===== config.mk =====
export PLATFORM = sky130hd
export DESIGN_NAME = sem_chan
export DESIGN_NICKNAME = d
export VERILOG_FILES = /design/src/rtl/sem_pkg.sv /design/src/rtl/sem_cell.sv /design/src/rtl/sem_chan.sv
export SDC_FILE = /design/constraint.sdc
export NUM_CORES = 1
export LEC_CHECK = 0
export BUFFER_PORTS_ARGS = -buffer_cell sky130_fd_sc_hd__buf_2
export CORE_ASPECT_RATIO = 1.75
export CORE_MARGIN = 1.5
export CORE_UTILIZATION = 35
export CTS_CLUSTER_DIAMETER = 80
export CTS_CLUSTER_SIZE = 28
export DETAILED_ROUTE_END_ITERATION = 8
export PLACE_DENSITY_LB_ADDON = 0.12
export SYNTH_ARGS = -nofsm -noshare
export SYNTH_HDL_FRONTEND = slang
export SYNTH_HIERARCHICAL = 1
export SYNTH_SLANG_ARGS = --single-unit

===== constraint.sdc =====
create_clock -name i_clk -period 23.1 [get_ports i_clk]
set_clock_uncertainty 0.2 [all_clocks]
set_input_delay 2.31 -clock i_clk [delete_from_list [all_inputs] [get_ports i_clk]]
set_output_delay 2.31 -clock i_clk [all_outputs]
set_load 0.01 [all_outputs]

===== src/rtl/sem_pkg.sv =====
package sem_pkg;

    localparam int unsigned MaxLinePixels = 1024;
    localparam int unsigned ColW          = $clog2(MaxLinePixels);
    localparam int unsigned WidthRegW     = 11;
    localparam int unsigned HeightRegW    = 13;
    localparam int unsigned MagSumW       = 17;

    localparam logic [WidthRegW-1:0]  WidthReset  = 11'd1024;
    localparam logic [HeightRegW-1:0] HeightReset = 13'd768;

    localparam logic [0:0] CfgWidth  = 1'b0;
    localparam logic [0:0] CfgHeight = 1'b1;

    typedef logic [23:0] t_pix;

    typedef enum logic [1:0] {
        ST_IDLE,
        ST_EMIT,
        ST_OUT
    } t_state;

    // one channel's job: a 3x3 window of one channel's bytes
    typedef struct packed {
        logic [7:0] t00, t01, t02;
        logic [7:0] t10, t11, t12;
        logic [7:0] t20, t21, t22;
    } t_win;

    typedef struct packed {
        logic no_left;
        logic no_top;
        logic eol;
        logic eof;
        logic last;
    } t_tag;

endpackage


===== src/rtl/sem_cell.sv =====
// One step of a bit-pair square root; a row of these forms the root chain.
// Each cell takes the partial remainder/root from its left neighbor and passes on.
module sem_cell (
    input  logic                        i_clk,
    input  logic                        i_rst_n,
    input  logic                        i_valid,
    input  logic [sem_pkg::MagSumW-1:0] i_sum,
    input  logic [8:0]                  i_root,
    input  logic [9:0]                  i_rem,
    input  logic [1:0]                  i_pair,
    output logic                        o_valid,
    output logic [sem_pkg::MagSumW-1:0] o_sum,
    output logic [8:0]                  o_root,
    output logic [9:0]                  o_rem
);
    logic [11:0] trial;
    logic [11:0] cur;
    logic        r_valid;
    logic [sem_pkg::MagSumW-1:0] r_sum;
    logic [8:0]  r_root;
    logic [9:0]  r_rem;
    logic [8:0]  n_root;
    logic [9:0]  n_rem;

    always_comb begin
        cur   = {i_rem, i_pair};
        trial = {1'b0, i_root, 2'b01};
        if (cur >= trial) begin
            n_rem  = 10'(cur - trial);
            n_root = {i_root[7:0], 1'b1};
        end else begin
            n_rem  = cur[9:0];
            n_root = {i_root[7:0], 1'b0};
        end
    end

    always_ff @(posedge i_clk) begin
        if (!i_rst_n) begin
            r_valid <= 1'b0;
        end else begin
            r_valid <= i_valid;
        end
        r_sum  <= i_sum;
        r_root <= n_root;
        r_rem  <= n_rem;
    end

    assign o_valid = r_valid;
    assign o_sum   = r_sum;
    assign o_root  = r_root;
    assign o_rem   = r_rem;
endmodule


===== src/rtl/sem_chan.sv =====
// Sobel sums and rounded magnitude of one channel: gradient stage, square stage,
// then a chain of eight root cells; final round and saturate.
module sem_chan (
    input  logic           i_clk,
    input  logic           i_rst_n,
    input  logic           i_valid,
    input  sem_pkg::t_win  i_win,
    input  logic           i_no_left,
    input  logic           i_no_top,
    output logic           o_valid,
    output logic [7:0]     o_mag
);
    logic [7:0] t00, t01, t02, t10, t20, t21;
    logic [11:0] px, nx, py, ny;
    logic [10:0] n_ax, n_ay;
    logic [10:0] r_ax, r_ay;
    logic        r_v1, r_v2;
    logic [sem_pkg::MagSumW-1:0] r_sum;
    logic [21:0] sq;
    logic        r_sat;

    logic [8:0] c_valid;
    logic [sem_pkg::MagSumW-1:0] c_sum [9];
    logic [8:0]  c_root [9];
    logic [9:0]  c_rem  [9];

    always_comb begin
        t00 = (i_no_left || i_no_top) ? 8'd0 : i_win.t00;
        t01 = i_no_top ? 8'd0 : i_win.t01;
        t02 = i_no_top ? 8'd0 : i_win.t02;
        t10 = i_no_left ? 8'd0 : i_win.t10;
        t20 = i_no_left ? 8'd0 : i_win.t20;
        t21 = i_win.t21;
        px = 12'(t02) + 12'(i_win.t12) * 12'd2 + 12'(i_win.t22);
        nx = 12'(t00) + 12'(t10) * 12'd2 + 12'(t20);
        py = 12'(t20) + 12'(t21) * 12'd2 + 12'(i_win.t22);
        ny = 12'(t00) + 12'(t01) * 12'd2 + 12'(t02);
        n_ax = (px >= nx) ? 11'(px - nx) : 11'(nx - px);
        n_ay = (py >= ny) ? 11'(py - ny) : 11'(ny - py);
    end

    assign sq = 22'(r_ax) * 22'(r_ax) + 22'(r_ay) * 22'(r_ay);

    always_ff @(posedge i_clk) begin
        if (!i_rst_n) begin
            r_v1 <= 1'b0;
            r_v2 <= 1'b0;
        end else begin
            r_v1 <= i_valid;
            r_v2 <= r_v1;
        end
        r_ax  <= n_ax;
        r_ay  <= n_ay;
        r_sat <= (sq > 22'd65280);
        r_sum <= (sq > 22'd65280) ? '0 : sq[sem_pkg::MagSumW-1:0];
    end

    assign c_valid[0] = r_v2;
    assign c_sum[0]   = r_sum;
    assign c_root[0]  = '0;
    assign c_rem[0]   = '0;

    for (genvar g = 0; g < 8; g++) begin : g_cell
        sem_cell u_cell (
            .i_clk   (i_clk),
            .i_rst_n (i_rst_n),
            .i_valid (c_valid[g]),
            .i_sum   (c_sum[g]),
            .i_root  (c_root[g]),
            .i_rem   (c_rem[g]),
            .i_pair  (c_sum[g][15-2*g -: 2]),
            .o_valid (c_valid[g+1]),
            .o_sum   (c_sum[g+1]),
            .o_root  (c_root[g+1]),
            .o_rem   (c_rem[g+1])
        );
    end

    // saturation flag rides alongside the cell chain
    logic [7:0] r_satq;
    always_ff @(posedge i_clk) begin
        r_satq <= {r_satq[6:0], r_sat};
    end

    // floor root lo; round up when remainder > lo (s > lo^2 + lo)
    logic [7:0] lo;
    logic [9:0] rm;
    assign lo = c_root[8][7:0];
    assign rm = c_rem[8];

    assign o_valid = c_valid[8];
    assign o_mag   = r_satq[7] ? 8'd255 :
                     ((10'(lo) < rm) ? ((lo == 8'd255) ? 8'd255 : lo + 8'd1) : lo);
endmodule


==> metrics <==
leading cell types in the layout, fill and taps excluded sky130_fd_sc_hd__inv_1, sky130_fd_sc_hd__ha_1, sky130_fd_sc_hd__dfxtp_1; largest fanout on the critical path 17; number of core rows 121; number of antenna repair diodes 0; antenna violations before repair 0; Top Family by Delay on Critical Path adder cells; leading cell type in the layout, fill and taps excluded sky130_fd_sc_hd__inv_1; crit path time final 8.284 ns; CTS Hold Buffers Added 0; Multi-input gate area 14,910 µm²; overall routing resource usage 0.1555; RSZ-0062 raised after global routing false; final wirelength 49,110 µm; fraction of final layout cells with drive strength greater than 1 0.09308; via count of the routed design 15.06k; height of the die 335.4 µm; Worst path max stage delay 0.79 ns; later-pin clock latency in the skew report 0.51 ns; crit-path most repeated cell sky130_fd_sc_hd__fa_1; cell at the root of the clock tree sky130_fd_sc_hd__clkbuf_16; initial core utilization 0.3543; footprint of the flip-flops and latches 5285 µm²; CTS Sinks 264; Post-CTS Repair Setup Buffers 0; P&R area growth vs syn 7.925%; CTS Buf Count 15; 1st-pass router iterations 4; clock tree from TritonCTS yes; maximum number of pins on one net before global-route repair 29; total die area 64,730 µm²; placeable core area 62,370 µm²; number of hold violations in the final report 0; total of endpoints with negative setup slack in the final report 0; ANT nets after route 0; dpl hpwl 43,120 µm; average wire per cell in the routed design 15.42 µm; Slew Viols, Final 0; required time at the worst-slack endpoint 23.27 ns; critical path data arrival time 8.45 ns; buffering stage count on the worst path with inverters included 5; Worst Setup Start Kind flip-flop; Mapped Area 22,100 µm²; mean instance size in the synthesized netlist 9.606 µm²; slowest stage cell, crit path sky130_fd_sc_hd__dfxtp_1; critical-path cell list nand2_1, fa_1, inv_1, fa_1, inv_1, fa_1, inv_1, fa_1, fa_1, fa_1, inv_1, fa_1, inv_1, ha_1, a2111oi_0, o21ai_1, a41oi_1, nand3b_1, nand2b_1, xnor2_1, or4_1, nand4_2, nor3_1; detailed-route vias per instance 4.730; final net count 2,924; Die X 193.0 µm; synthesized netlist cell count 2,301; number of warning messages in the yosys log 6; Placer Congestion 0.8477; maximum number of buffers from clock root to sink 3; WS Path Type reg -> reg; status complete, no violations; total of max-cap violations 0; Port Buffers 77; Crit. End Element flip-flop; portion of the clock cycle consumed by the worst path in the final layout 0.3586; Filler cells 6,337; maximum level of the CTS H-tree 1; first-pass GRT wire length 79,180 µm; post-detailed-route DRC marker count 0; CTS-repair resized insts 0; vias in the first global route 16.41k; highest clock frequency the design can meet 120.7 MHz; CTS clock-pin slew for the worst setup and hold paths 0.10 ns; number of DRC markers in iteration 0 406; total overflow reported by the global router 0; TNS Setup 0 ns; top-level I/O count 86; Max transition margin 0.4198; worst hold-check path type reg -> reg; transition time of the tightest slew-check pin 0.8703 ns
## cell type report
cell class	count	area share
multi-input combinational	1553	0.6252
sequential	264	0.2216
inverter	468	0.07364
tap	799	0.04191
timing repair buffer	79	0.01678
clock buffer	15	0.01574
clock inverter	6	0.005140
## routing by layer
| layer | part of all wire | GRT usage | vias up |
|---|---|---|---|
| met5 | 0 | 0 | - |
| met4 | 0.039 | 0.06088 | 0 |
| met3 | 0.019 | 0.01254 | 77 |
| met2 | 0.63 | 0.3545 | 207 |
| met1 | 0.32 | 0.1249 | 7216 |
| li1 | - | - | 7559 |
## flip-flops by register name (all words and copies together), names as in the netlist
| register | cells |
|---|---|
| g_cell.u_cell/o_valid | 8 |
| g_cell.u_cell/o_rem | 80 |
| r_satq | 8 |
| r_sum | 16 |
| r_v2 | 1 |
| g_cell.u_cell/o_sum | 56 |
| g_cell.u_cell/o_root | 71 |
| r_ay | 11 |
| r_v1 | 1 |
| r_ax | 11 |
| r_sat | 1 |
## worst register-to-register path: stages (launching register included)
cell and delay [ns]:
sky130_fd_sc_hd__dfxtp_1 0.79, sky130_fd_sc_hd__nand2_1 0.24, sky130_fd_sc_hd__fa_1 0.57, sky130_fd_sc_hd__inv_1 0.07, sky130_fd_sc_hd__fa_1 0.50, sky130_fd_sc_hd__inv_1 0.05, sky130_fd_sc_hd__fa_1 0.49, sky130_fd_sc_hd__inv_1 0.06
sky130_fd_sc_hd__fa_1 0.51, sky130_fd_sc_hd__fa_1 0.48, sky130_fd_sc_hd__fa_1 0.51, sky130_fd_sc_hd__inv_1 0.05, sky130_fd_sc_hd__fa_1 0.53, sky130_fd_sc_hd__inv_1 0.04, sky130_fd_sc_hd__ha_1 0.38, sky130_fd_sc_hd__a2111oi_0 0.41
sky130_fd_sc_hd__o21ai_1 0.19, sky130_fd_sc_hd__a41oi_1 0.33, sky130_fd_sc_hd__nand3b_1 0.27, sky130_fd_sc_hd__nand2b_1 0.10, sky130_fd_sc_hd__xnor2_1 0.19, sky130_fd_sc_hd__or4_1 0.20, sky130_fd_sc_hd__nand4_2 0.45, sky130_fd_sc_hd__nor3_1 0.54
## stage by stage
step	setup slack (ns)	instances	instance area [µm²]	util	hold slack, ns
4_1_cts	14.67	3184	23850	0.3824	0.1175
2_1_floorplan	15.72	2336	22230	-	0.1096
5_1_grt	14.39	3184	23850	0.3824	0.1217
6_report	14.82	3184	23850	0.3824	0.1240
3_5_place_dp	14.51	3163	23360	0.3744	0.1121
3_3_place_gp	14.52	3163	23360	0.3744	0.1102
## path summary, 6_finish.rpt
check / start / endpoint / slack (ns) / cells after the start
worst max-delay path: r_ay[2] / r_sum[14] / 14.82 / 23
worst min-delay path: g_cell[0].u_cell/o_root[7] / g_cell[1].u_cell/o_root[8] / 0.12 / 0
worst max register to register: r_ay[2] / r_sum[14] / 14.82 / 23
worst min register to register: g_cell[0].u_cell/o_root[7] / g_cell[1].u_cell/o_root[8] / 0.12 / 0
Power is left out: the tool's default activity adds up to more than one toggle a clock period on the data nets, which glitch-free logic cannot reach.
